<file path="src/design/quiesce_handshake_controller_core_defines.svh">
// assertion macros shared by the quiesce handshake controller files
`ifndef QUIESCE_HANDSHAKE_CONTROLLER_CORE_DEFINES_SVH
`define QUIESCE_HANDSHAKE_CONTROLLER_CORE_DEFINES_SVH

`ifndef ASSERT_OFF

`define QHC_ASSERT(lbl, clk, rstn, prop) \
  lbl: assert property (@(posedge clk) disable iff (!rstn) prop) \
    else $error("assertion failed");

`define QHC_ASSERT_ALWAYS(lbl, clk, prop) \
  lbl: assert property (@(posedge clk) prop) \
    else $error("assertion failed");

`else

`define QHC_ASSERT(lbl, clk, rstn, prop)

`define QHC_ASSERT_ALWAYS(lbl, clk, prop)

`endif

`endif

</file>
<file path="src/design/qhc_pkg.sv">
// types and constants of the quiesce handshake controller
package qhc_pkg;

  localparam int unsigned NumSubsys = 5;
  localparam int unsigned KindW     = 3;
  localparam int unsigned AckW      = 5;
  localparam int unsigned FlagW     = 5;
  localparam int unsigned BcastW    = 2;
  localparam int unsigned TimeW     = 32;
  localparam int unsigned CntW      = 32;
  localparam int unsigned StepW     = 16;
  localparam int unsigned CfgDataW  = 32;
  localparam int unsigned CfgIdxW   = 1;

  localparam logic [AckW-1:0] AllMask =
    (NumSubsys >= AckW) ? {AckW{1'b1}} : AckW'((64'd1 << NumSubsys) - 64'd1);

  localparam logic [FlagW-1:0] FlagRunning  = 5'b00001;
  localparam logic [FlagW-1:0] FlagQreq     = 5'b00010;
  localparam logic [FlagW-1:0] FlagQuiesced = 5'b00100;
  localparam logic [FlagW-1:0] FlagResume   = 5'b01000;
  localparam logic [FlagW-1:0] FlagTimeout  = 5'b10000;

  localparam logic [TimeW-1:0] TimeoutLimitRst = 32'd1000;
  localparam logic [StepW-1:0] PollStepRst     = 16'd10;
  localparam logic [CntW-1:0]  CntMax          = 32'hFFFF_FFFF;

  typedef enum logic [KindW-1:0] {
    KindQuiesceReq    = 3'd0,
    KindResume        = 3'd1,
    KindAck           = 3'd2,
    KindIdlePoll      = 3'd3,
    KindQueueFault    = 3'd4,
    KindInputActivity = 3'd5,
    KindMenu          = 3'd6,
    KindPerfHint      = 3'd7
  } kind_e;

  typedef enum logic [BcastW-1:0] {
    BcastNone    = 2'd0,
    BcastQuiesce = 2'd1,
    BcastResume  = 2'd2
  } bcast_e;

  typedef enum logic [CfgIdxW-1:0] {
    CfgTimeoutLimit = 1'd0,
    CfgPollStep     = 1'd1
  } cfg_idx_e;

  typedef struct packed {
    kind_e            kind;
    logic [AckW-1:0]  ack_bits;
    logic             post_failed;
    logic [TimeW-1:0] event_time;
  } qhc_item_t;

  typedef struct packed {
    logic [FlagW-1:0] status_flags;
    logic [AckW-1:0]  pending_acks;
    logic             waiting;
    bcast_e           broadcast;
    logic [CntW-1:0]  activity_count;
    logic [CntW-1:0]  menu_count;
    logic [CntW-1:0]  hint_count;
    logic [TimeW-1:0] last_activity_time;
  } qhc_result_t;

endpackage

</file>
<file path="src/design/qhc_if.sv">
// request and result channel interfaces of the quiesce handshake controller
interface qhc_req_if import qhc_pkg::*; ();
  logic             valid;
  logic             ready;
  logic [KindW-1:0] kind;
  logic [AckW-1:0]  ack_bits;
  logic             post_failed;
  logic [TimeW-1:0] event_time;

  modport source (output valid, output kind, output ack_bits, output post_failed,
                  output event_time, input ready);
  modport sink (input valid, input kind, input ack_bits, input post_failed,
                input event_time, output ready);
endinterface

interface qhc_rsp_if import qhc_pkg::*; ();
  logic              valid;
  logic              ready;
  logic [FlagW-1:0]  status_flags;
  logic [AckW-1:0]   pending_acks;
  logic              waiting;
  logic [BcastW-1:0] broadcast;
  logic [CntW-1:0]   activity_count;
  logic [CntW-1:0]   menu_count;
  logic [CntW-1:0]   hint_count;
  logic [TimeW-1:0]  last_activity_time;

  modport source (output valid, output status_flags, output pending_acks, output waiting,
                  output broadcast, output activity_count, output menu_count,
                  output hint_count, output last_activity_time, input ready);
  modport sink (input valid, input status_flags, input pending_acks, input waiting,
                input broadcast, input activity_count, input menu_count,
                input hint_count, input last_activity_time, output ready);
endinterface

</file>
<file path="src/design/quiesce_handshake_controller_core.sv">
// quiesce handshake controller: top level
// a request is held in the request register and its result in the result register
// throughput: one request per cycle while the result channel is ready, set by the state
// update between the request register and the result register
// reset: handshake state, flags and counters clear, timeout limit 1000, poll step 10
module quiesce_handshake_controller_core import qhc_pkg::*; (
  input  logic                clk_i,
  input  logic                rst_ni,
  qhc_req_if.sink             req,
  qhc_rsp_if.source           rsp,
  input  logic                cfg_we_i,
  input  logic [CfgIdxW-1:0]  cfg_idx_i,
  input  logic [CfgDataW-1:0] cfg_wdata_i
);

  logic        stage_valid;
  qhc_item_t   stage_item;
  logic        out_space;
  logic        adv;
  qhc_result_t result;

  assign adv = stage_valid && out_space;

  qhc_in_stage u_in_stage (
    .clk_i   (clk_i),
    .rst_ni  (rst_ni),
    .req     (req),
    .adv_i   (adv),
    .valid_o (stage_valid),
    .item_o  (stage_item)
  );

  qhc_ctrl u_ctrl (
    .clk_i       (clk_i),
    .rst_ni      (rst_ni),
    .cfg_we_i    (cfg_we_i),
    .cfg_idx_i   (cfg_idx_i),
    .cfg_wdata_i (cfg_wdata_i),
    .adv_i       (adv),
    .item_i      (stage_item),
    .result_o    (result)
  );

  qhc_out_stage u_out_stage (
    .clk_i    (clk_i),
    .rst_ni   (rst_ni),
    .adv_i    (adv),
    .result_i (result),
    .space_o  (out_space),
    .rsp      (rsp)
  );

endmodule

</file>
<file path="src/design/qhc_in_stage.sv">
// input register stage holding one accepted request
module qhc_in_stage import qhc_pkg::*; (
  input  logic      clk_i,
  input  logic      rst_ni,
  qhc_req_if.sink   req,
  input  logic      adv_i,
  output logic      valid_o,
  output qhc_item_t item_o
);

  logic      valid_q, valid_d;
  qhc_item_t item_q;
  logic      take;

  assign req.ready = !valid_q || adv_i;
  assign take      = req.valid && req.ready;

  always_comb begin
    valid_d = valid_q;
    if (take) begin
      valid_d = 1'b1;
    end else if (adv_i) begin
      valid_d = 1'b0;
    end
  end

  always_ff @(posedge clk_i or negedge rst_ni) begin
    if (!rst_ni) begin
      valid_q <= 1'b0;
    end else begin
      valid_q <= valid_d;
    end
  end

  always_ff @(posedge clk_i) begin
    if (take) begin
      item_q.kind        <= kind_e'(req.kind);
      item_q.ack_bits    <= req.ack_bits;
      item_q.post_failed <= req.post_failed;
      item_q.event_time  <= req.event_time;
    end
  end

  assign valid_o = valid_q;
  assign item_o  = item_q;

endmodule

</file>
<file path="src/design/qhc_ctrl.sv">
// handshake state, counters, configuration and per-request update logic
`include "quiesce_handshake_controller_core_defines.svh"

module qhc_ctrl import qhc_pkg::*; (
  input  logic                clk_i,
  input  logic                rst_ni,
  input  logic                cfg_we_i,
  input  logic [CfgIdxW-1:0]  cfg_idx_i,
  input  logic [CfgDataW-1:0] cfg_wdata_i,
  input  logic                adv_i,
  input  qhc_item_t           item_i,
  output qhc_result_t         result_o
);

  logic [TimeW-1:0] limit_q;
  logic [StepW-1:0] step_q;
  logic [FlagW-1:0] flags_q, flags_d;
  logic [AckW-1:0]  pending_q, pending_d;
  logic             wait_q, wait_d;
  logic [TimeW-1:0] elapsed_q, elapsed_d;
  logic [CntW-1:0]  act_cnt_q, act_cnt_d;
  logic [CntW-1:0]  menu_cnt_q, menu_cnt_d;
  logic [CntW-1:0]  hint_cnt_q, hint_cnt_d;
  logic [TimeW-1:0] stamp_q, stamp_d;
  bcast_e           bcast;
  logic [AckW-1:0]  pend_ack;
  logic [TimeW:0]   remain;
  logic             at_limit;
  logic             near_limit;

  assign pend_ack   = pending_q & ~(item_i.ack_bits & AllMask);
  assign remain     = {1'b0, limit_q} - {1'b0, elapsed_q};
  assign at_limit   = remain[TimeW] || (remain[TimeW-1:0] == '0);
  assign near_limit = remain[TimeW-1:0] <= {{(TimeW-StepW){1'b0}}, step_q};

  always_comb begin
    flags_d    = flags_q;
    pending_d  = pending_q;
    wait_d     = wait_q;
    elapsed_d  = elapsed_q;
    act_cnt_d  = act_cnt_q;
    menu_cnt_d = menu_cnt_q;
    hint_cnt_d = hint_cnt_q;
    stamp_d    = stamp_q;
    bcast      = BcastNone;
    case (item_i.kind)
      KindQuiesceReq: begin
        bcast     = BcastQuiesce;
        elapsed_d = '0;
        if (item_i.post_failed) begin
          pending_d = '0;
          wait_d    = 1'b0;
          flags_d   = FlagQreq | FlagTimeout;
        end else begin
          pending_d = AllMask;
          wait_d    = 1'b1;
          flags_d   = FlagQreq;
        end
      end
      KindResume: begin
        bcast     = BcastResume;
        pending_d = '0;
        wait_d    = 1'b0;
        elapsed_d = '0;
        flags_d   = FlagResume | FlagRunning;
      end
      KindAck: begin
        if (wait_q) begin
          pending_d = pend_ack;
          if (pend_ack == '0) begin
            wait_d    = 1'b0;
            elapsed_d = '0;
            flags_d   = flags_q | FlagQuiesced;
          end
        end
      end
      KindIdlePoll: begin
        if (wait_q && (pending_q != '0)) begin
          if (at_limit || near_limit) begin
            if (!at_limit) begin
              elapsed_d = limit_q;
            end
            wait_d    = 1'b0;
            pending_d = '0;
            flags_d   = (flags_q & ~FlagQuiesced) | FlagTimeout;
          end else begin
            elapsed_d = elapsed_q + {{(TimeW-StepW){1'b0}}, step_q};
          end
        end
      end
      KindQueueFault: begin
        pending_d = '0;
        wait_d    = 1'b0;
        elapsed_d = '0;
        flags_d   = FlagRunning;
      end
      KindInputActivity: begin
        act_cnt_d = act_cnt_q + 1'b1;
        stamp_d   = item_i.event_time;
      end
      KindMenu: begin
        menu_cnt_d = menu_cnt_q + 1'b1;
      end
      KindPerfHint: begin
        if (hint_cnt_q != CntMax) begin
          hint_cnt_d = hint_cnt_q + 1'b1;
        end
      end
      default: begin
        bcast = BcastNone;
      end
    endcase
  end

  always_ff @(posedge clk_i or negedge rst_ni) begin
    if (!rst_ni) begin
      limit_q <= TimeoutLimitRst;
      step_q  <= PollStepRst;
    end else if (cfg_we_i) begin
      case (cfg_idx_e'(cfg_idx_i))
        CfgTimeoutLimit: limit_q <= cfg_wdata_i[TimeW-1:0];
        CfgPollStep:     step_q  <= cfg_wdata_i[StepW-1:0];
        default:         limit_q <= limit_q;
      endcase
    end
  end

  always_ff @(posedge clk_i or negedge rst_ni) begin
    if (!rst_ni) begin
      flags_q    <= '0;
      pending_q  <= '0;
      wait_q     <= 1'b0;
      elapsed_q  <= '0;
      act_cnt_q  <= '0;
      menu_cnt_q <= '0;
      hint_cnt_q <= '0;
      stamp_q    <= '0;
    end else if (adv_i) begin
      flags_q    <= flags_d;
      pending_q  <= pending_d;
      wait_q     <= wait_d;
      elapsed_q  <= elapsed_d;
      act_cnt_q  <= act_cnt_d;
      menu_cnt_q <= menu_cnt_d;
      hint_cnt_q <= hint_cnt_d;
      stamp_q    <= stamp_d;
    end
  end

  assign result_o.status_flags       = flags_d;
  assign result_o.pending_acks       = pending_d;
  assign result_o.waiting            = wait_d;
  assign result_o.broadcast          = bcast;
  assign result_o.activity_count     = act_cnt_d;
  assign result_o.menu_count         = menu_cnt_d;
  assign result_o.hint_count         = hint_cnt_d;
  assign result_o.last_activity_time = stamp_d;

  // a wait is active exactly while some subsystem still owes an acknowledge
  `QHC_ASSERT(a_wait_pending, clk_i, rst_ni, wait_q == (pending_q != '0))
  // quiesced and timed out never stand together
  `QHC_ASSERT(a_quiesce_excl, clk_i, rst_ni, !(((flags_q & FlagQuiesced) != '0) && ((flags_q & FlagTimeout) != '0)))
  // quiesced is only reached after the wait has ended
  `QHC_ASSERT(a_quiesced_idle, clk_i, rst_ni, ((flags_q & FlagQuiesced) != '0) |-> !wait_q)

endmodule

</file>
<file path="src/design/qhc_out_stage.sv">
// result register stage driving the result channel
`include "quiesce_handshake_controller_core_defines.svh"

module qhc_out_stage import qhc_pkg::*; (
  input  logic        clk_i,
  input  logic        rst_ni,
  input  logic        adv_i,
  input  qhc_result_t result_i,
  output logic        space_o,
  qhc_rsp_if.source   rsp
);

  logic        valid_q, valid_d;
  qhc_result_t result_q;

  assign space_o = !valid_q || rsp.ready;

  always_comb begin
    valid_d = valid_q;
    if (adv_i) begin
      valid_d = 1'b1;
    end else if (rsp.ready) begin
      valid_d = 1'b0;
    end
  end

  always_ff @(posedge clk_i or negedge rst_ni) begin
    if (!rst_ni) begin
      valid_q <= 1'b0;
    end else begin
      valid_q <= valid_d;
    end
  end

  always_ff @(posedge clk_i) begin
    if (adv_i) begin
      result_q <= result_i;
    end
  end

  assign rsp.valid              = valid_q;
  assign rsp.status_flags       = result_q.status_flags;
  assign rsp.pending_acks       = result_q.pending_acks;
  assign rsp.waiting            = result_q.waiting;
  assign rsp.broadcast          = result_q.broadcast;
  assign rsp.activity_count     = result_q.activity_count;
  assign rsp.menu_count         = result_q.menu_count;
  assign rsp.hint_count         = result_q.hint_count;
  assign rsp.last_activity_time = result_q.last_activity_time;

  // a request moved in is always presented next cycle
  `QHC_ASSERT(a_adv_shows, clk_i, rst_ni, adv_i |=> valid_q)

endmodule
</file>
<file path="src/flat_wrapper.sv">
// flat-port wrapper written by rule: the top's interface ports become plain ports
module quiesce_handshake_controller_core_flat import qhc_pkg::*;
  (clk_i, rst_ni, cfg_we_i, cfg_idx_i, cfg_wdata_i, req_valid, req_kind, req_ack_bits, req_post_failed, req_event_time, req_ready, rsp_valid, rsp_status_flags, rsp_pending_acks, rsp_waiting, rsp_broadcast, rsp_activity_count, rsp_menu_count, rsp_hint_count, rsp_last_activity_time, rsp_ready);
  qhc_req_if req_i ();
  qhc_rsp_if rsp_i ();
  input  logic clk_i;
  input  logic rst_ni;
  input  logic cfg_we_i;
  input  logic [CfgIdxW-1:0] cfg_idx_i;
  input  logic [CfgDataW-1:0] cfg_wdata_i;
  input wire logic [$bits(req_i.valid)-1:0] req_valid;
  input wire logic [$bits(req_i.kind)-1:0] req_kind;
  input wire logic [$bits(req_i.ack_bits)-1:0] req_ack_bits;
  input wire logic [$bits(req_i.post_failed)-1:0] req_post_failed;
  input wire logic [$bits(req_i.event_time)-1:0] req_event_time;
  output wire logic [$bits(req_i.ready)-1:0] req_ready;
  output wire logic [$bits(rsp_i.valid)-1:0] rsp_valid;
  output wire logic [$bits(rsp_i.status_flags)-1:0] rsp_status_flags;
  output wire logic [$bits(rsp_i.pending_acks)-1:0] rsp_pending_acks;
  output wire logic [$bits(rsp_i.waiting)-1:0] rsp_waiting;
  output wire logic [$bits(rsp_i.broadcast)-1:0] rsp_broadcast;
  output wire logic [$bits(rsp_i.activity_count)-1:0] rsp_activity_count;
  output wire logic [$bits(rsp_i.menu_count)-1:0] rsp_menu_count;
  output wire logic [$bits(rsp_i.hint_count)-1:0] rsp_hint_count;
  output wire logic [$bits(rsp_i.last_activity_time)-1:0] rsp_last_activity_time;
  input wire logic [$bits(rsp_i.ready)-1:0] rsp_ready;
  assign req_i.valid = req_valid;
  assign req_i.kind = req_kind;
  assign req_i.ack_bits = req_ack_bits;
  assign req_i.post_failed = req_post_failed;
  assign req_i.event_time = req_event_time;
  assign req_ready = req_i.ready;
  assign rsp_valid = rsp_i.valid;
  assign rsp_status_flags = rsp_i.status_flags;
  assign rsp_pending_acks = rsp_i.pending_acks;
  assign rsp_waiting = rsp_i.waiting;
  assign rsp_broadcast = rsp_i.broadcast;
  assign rsp_activity_count = rsp_i.activity_count;
  assign rsp_menu_count = rsp_i.menu_count;
  assign rsp_hint_count = rsp_i.hint_count;
  assign rsp_last_activity_time = rsp_i.last_activity_time;
  assign rsp_i.ready = rsp_ready;
  quiesce_handshake_controller_core u_core (.clk_i(clk_i), .rst_ni(rst_ni), .req(req_i), .rsp(rsp_i), .cfg_we_i(cfg_we_i), .cfg_idx_i(cfg_idx_i), .cfg_wdata_i(cfg_wdata_i));
endmodule
</file>
<file path="config.mk">
export PLATFORM = sky130hd
export DESIGN_NAME = quiesce_handshake_controller_core_flat
export DESIGN_NICKNAME = d
export VERILOG_FILES = /design/src/design/qhc_pkg.sv /design/src/design/qhc_if.sv /design/src/design/quiesce_handshake_controller_core.sv /design/src/design/qhc_in_stage.sv /design/src/design/qhc_ctrl.sv /design/src/design/qhc_out_stage.sv /design/src/flat_wrapper.sv
export VERILOG_INCLUDE_DIRS = /design/src /design/src/design
export SDC_FILE = /design/constraint.sdc
export NUM_CORES = 1
export LEC_CHECK = 0
export ABC_AREA = 0
export BUFFER_PORTS_ARGS = -buffer_cell sky130_fd_sc_hd__buf_2
export CAP_MARGIN = 0
export CORE_MARGIN = 10
export CORE_UTILIZATION = 58
export DETAILED_ROUTE_END_ITERATION = 12
export PLACE_DENSITY = 0.85
export RECOVER_POWER = 50
export SKIP_LAST_GASP = 1
export SLEW_MARGIN = 40
export SYNTH_ARGS = -nofsm -noshare
export SYNTH_HDL_FRONTEND = slang
export SYNTH_SLANG_ARGS = --single-unit
</file>
<file path="constraint.sdc">
create_clock -name clk_i -period 14.7 [get_ports clk_i]
set_input_delay 0.735 -clock clk_i [delete_from_list [all_inputs] [get_ports clk_i]]
set_output_delay 0.735 -clock clk_i [all_outputs]
set_load 0.005 [all_outputs]
</file>
==> flow_summary.toml <==
[clock_tree]
htreeDepth = 2
clkSinkCount = 403
cts_setup_buffers = 0
path_clk_slew_ns = 0.06
cts_root_buffer = "clkbuf_16"
tritoncts = "done"
clk_latency_ns = 0.57
cts_hold_buf = 0
cts_resized = 0
numCtsBuffers = 42
cts_buffer_depth = 3

[die]
core_um2 = 34700
die_w_um = 208
rows = 68
die_y_um = 208
ios = 222
dieArea_um2 = 43200
initial_utilization = 0.590

[detailed_routing]
drt_iter0_markers = 1311
wl_per_cell_um = 19.5
num_vias = 15293
postRouteAntennaNets = 0
drt-vias-per-instance = 5.82
wl_met1_um = 21000
dr_wl_met3_um = 3520
top_layer = "met4"
wl_met2_um = 25100
dr.pass1.iters = 5
drc = 0
wl_um = 51100

[synth]
yosysSeqAreaShare = 0.537
synth_fa_ha_area_frac = 0.0429
synth-edff-count = 182
yosys_register_bits = 403
yosysUniqueCellTypes = 75
synthesis.nets = 2095
syn-instance-count = 1947
yosys_warnings = 0
yosys.area_share.xor_xnor = 0.0932
synth_area_um2 = 20500
synth_compound_area_frac = 0.0875
async_flop_share = 0.548
muxShareOfSynthArea = 0.0459
synth-simple-area-share = 0.164
syn_avg_cell_area_um2 = 10.5
yosys_most_used_dff = "dfrtp_1"
synth_top_family_by_area = "simple AND/OR/NAND/NOR gates"

[placed_design]
pre_cts_slack_ns = 9.66
port_buffers = 221
dp_hpwl_um = 35300
finalWeightedCongestion = 0.915

[timing]
period_share = 0.468
slew_violations = 303
slew_headroom = -1.89
final-hold-violation-count = 0
skew_ns = 0.0161
fin_ws_ns = 7.82
setup_tns_ns = 0
rsz0062_at_grt = "no"
worst_slew_pin_slew_ns = 4.33
fmax_ghz = 0.145
post-route-min-period_ns = 6.88
setup_violations = 0

[setup_path]
cp_num_buf_inv = 2
crit_path_frequent_cell = "clkbuf_1"
endpoint_kind = "asynchronous set/reset pin"
ff2ff_setup_slack_ns = 9.60
required_ns = 14.35
slowest_delay_ns = 3.19
crit_slowest_cell = "clkbuf_1"
start_kind = "primary input"
cp_top_family = "buffers and inverters"
critPathMaxFanout = 79
cp_cell_sequence = "clkbuf_1, clkbuf_1"
cp.arrival_ns = 6.52
path_class = "in -> async"

[global_route]
grt-ovfl-total = 0
track_usage = 0.229
grt_pass1_vias = 15493
grt_max_degree = 156
grt_first_pass_wirelength_um = 81900
antenna_found_initial = 1

[run]
cap_violations = 5

[final_layout]
fillers = 2619
syn_to_final_growth_pct = 12.9
fin_nets = 2286
drive_gt1_frac = 0.126

[power_and_ir_drop]
vdd_drop_max_v = 0.0000982
p_per_area_nw_per_um2 = 137
p_leak_nw = 10.2
total_power_mw = 3.17

[outcome]
violations = "capacitance limit, slew limit"
status = "finished with violations"

[hold_path]
hold_path.class = "in -> reg"
sequential cells by signal, summed over array words and instances, names as in the netlist:
name / cells
u_core.u_ctrl.flags_q: 5
u_core.u_in_stage.item_o: 41
u_core.u_out_stage.rsp.hint_count: 32
u_core.u_ctrl.elapsed_q: 32
u_core.u_ctrl.hint_cnt_q: 32
u_core.u_out_stage.rsp.last_activity_time: 32
u_core.u_ctrl.step_q: 16
u_core.u_out_stage.rsp.valid: 1
u_core.u_out_stage.rsp.activity_count: 32
u_core.u_out_stage.rsp.menu_count: 32
u_core.u_ctrl.menu_cnt_q: 32
u_core.u_ctrl.act_cnt_q: 32
u_core.u_out_stage.rsp.pending_acks: 5
u_core.u_ctrl.wait_q: 1
u_core.u_ctrl.limit_q: 32
u_core.u_out_stage.rsp.waiting: 1
u_core.u_ctrl.pending_q: 5
u_core.u_out_stage.rsp.status_flags: 5
u_core.u_ctrl.stamp_q: 32
u_core.u_in_stage.valid_o: 1
u_core.u_out_stage.rsp.broadcast: 2
area by class of cell:
class / instances / area (um^2) / area share
antenna: 1 / 2.50 / 0.000108
sequential: 403 / 11000 / 0.476
tap: 455 / 569 / 0.0246
clock buffer: 54 / 1150 / 0.0496
inverter: 71 / 279 / 0.0121
timing repair buffer: 230 / 1020 / 0.0443
clock inverter: 24 / 186 / 0.00806
multi-input combinational: 1390 / 8910 / 0.385
kinds of logic (layout without fill, tap and decap cells):
logic type,after synthesis,count (layout)
AOI/OAI and AO/OA,263,263
xor gates and xnor gates,218,218
adders and majority gates,69,69
buffers and inverters,154,379
DFF,403,403
muxes,87,87
other,0,1
and+or+nand+nor,753,753
cells in the mapped netlist, types with 4 or more instances:
master | instances | area share
nand2_1 | 366 | 0.067
dfrtp_1 | 213 | 0.26
edfxtp_1 | 182 | 0.27
nor2_1 | 157 | 0.029
xnor2_1 | 115 | 0.049
xor2_1 | 103 | 0.044
inv_1 | 71 | 0.013
ha_1 | 67 | 0.041
nand3_1 | 60 | 0.015
clkbuf_1 | 57 | 0.010
mux2_2 | 54 | 0.030
a21oi_1 | 48 | 0.012
a31oi_1 | 37 | 0.011
mux2i_1 | 32 | 0.016
o21ai_0 | 29 | 0.0071
and3_1 | 28 | 0.0085
nor3_1 | 28 | 0.0068
nand4_1 | 27 | 0.0082
o21ai_1 | 21 | 0.0051
a21o_1 | 20 | 0.0073
o21a_1 | 18 | 0.0066
o22ai_1 | 15 | 0.0046
nor2b_1 | 13 | 0.0040
and2_1 | 12 | 0.0037
buf_1 | 11 | 0.0020
buf_2 | 11 | 0.0027
or2_2 | 10 | 0.0031
and4_1 | 9 | 0.0038
nand2b_1 | 9 | 0.0027
o211ai_1 | 9 | 0.0033
a211oi_1 | 8 | 0.0029
dfstp_2 | 8 | 0.010
nor4_1 | 8 | 0.0024
o31ai_1 | 6 | 0.0022
or4_1 | 6 | 0.0022
o2111ai_1 | 5 | 0.0021
o221ai_1 | 5 | 0.0021
or3_1 | 5 | 0.0015
o31a_1 | 4 | 0.0017
layout by cell type, fill, tap and decap left out, drive strengths merged, types with 9 or more instances in the layout:
master and instances:
o211ai 10, nand4 27, clkbuf 171, inv 73, nand2 366, xnor2 115
nor3 28, a211oi 9, or2 12, dfrtp 213, mux2 55, o22ai 15
a21o 20, nor2 157, a31oi 38, a21oi 50, edfxtp 182, o21ai 50
buf 113, ha 67, and4 9, xor2 103, and3 28, clkinv 19
nand2b 9, o21a 18, nor2b 13, mux2i 32, and2 12, nand3 60
per-stage QoR:
stage | cell area [um^2] | hold slack [ns] | cells | utilization
floorplan | 20500 | 0.439 | 1947 | -
global placement | 21900 | 0.457 | 2549 | 0.632
detailed placement | 22000 | 0.462 | 2549 | 0.632
CTS | 23300 | 0.113 | 2627 | 0.671
global route | 23100 | 0.321 | 2628 | 0.666
finish | 23100 | 0.336 | 2628 | 0.666
worst reg2reg max path: stages (launching register included):
cell and delay [ns]:
dfrtp_1 0.35, inv_1 0.06, ha_1 0.23, fa_1 0.41, nor2b_1 0.25, o211ai_1 0.16
a211oi_2 0.48, o31a_1 0.29, xor2_1 0.10, ha_1 0.32, nand4_1 0.10, nor2_1 0.15
o31a_1 0.15, o31ai_1 0.07, o21ba_2 0.25, a21oi_4 0.63, buf_4 0.55, mux2i_1 0.27
o221ai_1 0.12
metal layers:
layer	GRT usage	vias up
met5	0	-
met4	0.0854	0
met3	0.0431	103
met2	0.386	562
met1	0.289	7467
li1	-	7161
path summary, 6_finish.rpt:
path                                                            end                                  from  depth (start not counted)
hold reg to reg                u_core.u_ctrl.stamp_q[5]$_DFFE_PN0P_  u_core.u_ctrl.stamp_q[5]$_DFFE_PN0P_                          2
hold / removal               u_core.u_in_stage.item_o[26]$_DFFE_PP_                    req_event_time[26]                          1
min in group asynchronous  u_core.u_ctrl.menu_cnt_q[16]$_DFFE_PN0P_                                rst_ni                          1
max in group clk_i          u_core.u_ctrl.elapsed_q[26]$_DFFE_PN0P_  u_core.u_ctrl.limit_q[0]$_DFFE_PN0P_                         18
setup / recovery            u_core.u_ctrl.elapsed_q[19]$_DFFE_PN0P_                                rst_ni                          2
setup reg to reg            u_core.u_ctrl.elapsed_q[26]$_DFFE_PN0P_  u_core.u_ctrl.limit_q[0]$_DFFE_PN0P_                         18
power breakdown:
group / leakage (nW) / total (mW) / internal, mW / switching, mW
logic: 4.82 / 0.740 / 0.292 / 0.448
registers: 4.71 / 1.40 / 1.32 / 0.0811
clock network: 0.669 / 1.03 / 0.590 / 0.441
total: 10.2 / 3.17 / 2.20 / 0.971
No activity file was read; power rests on OpenSTA's default activity.
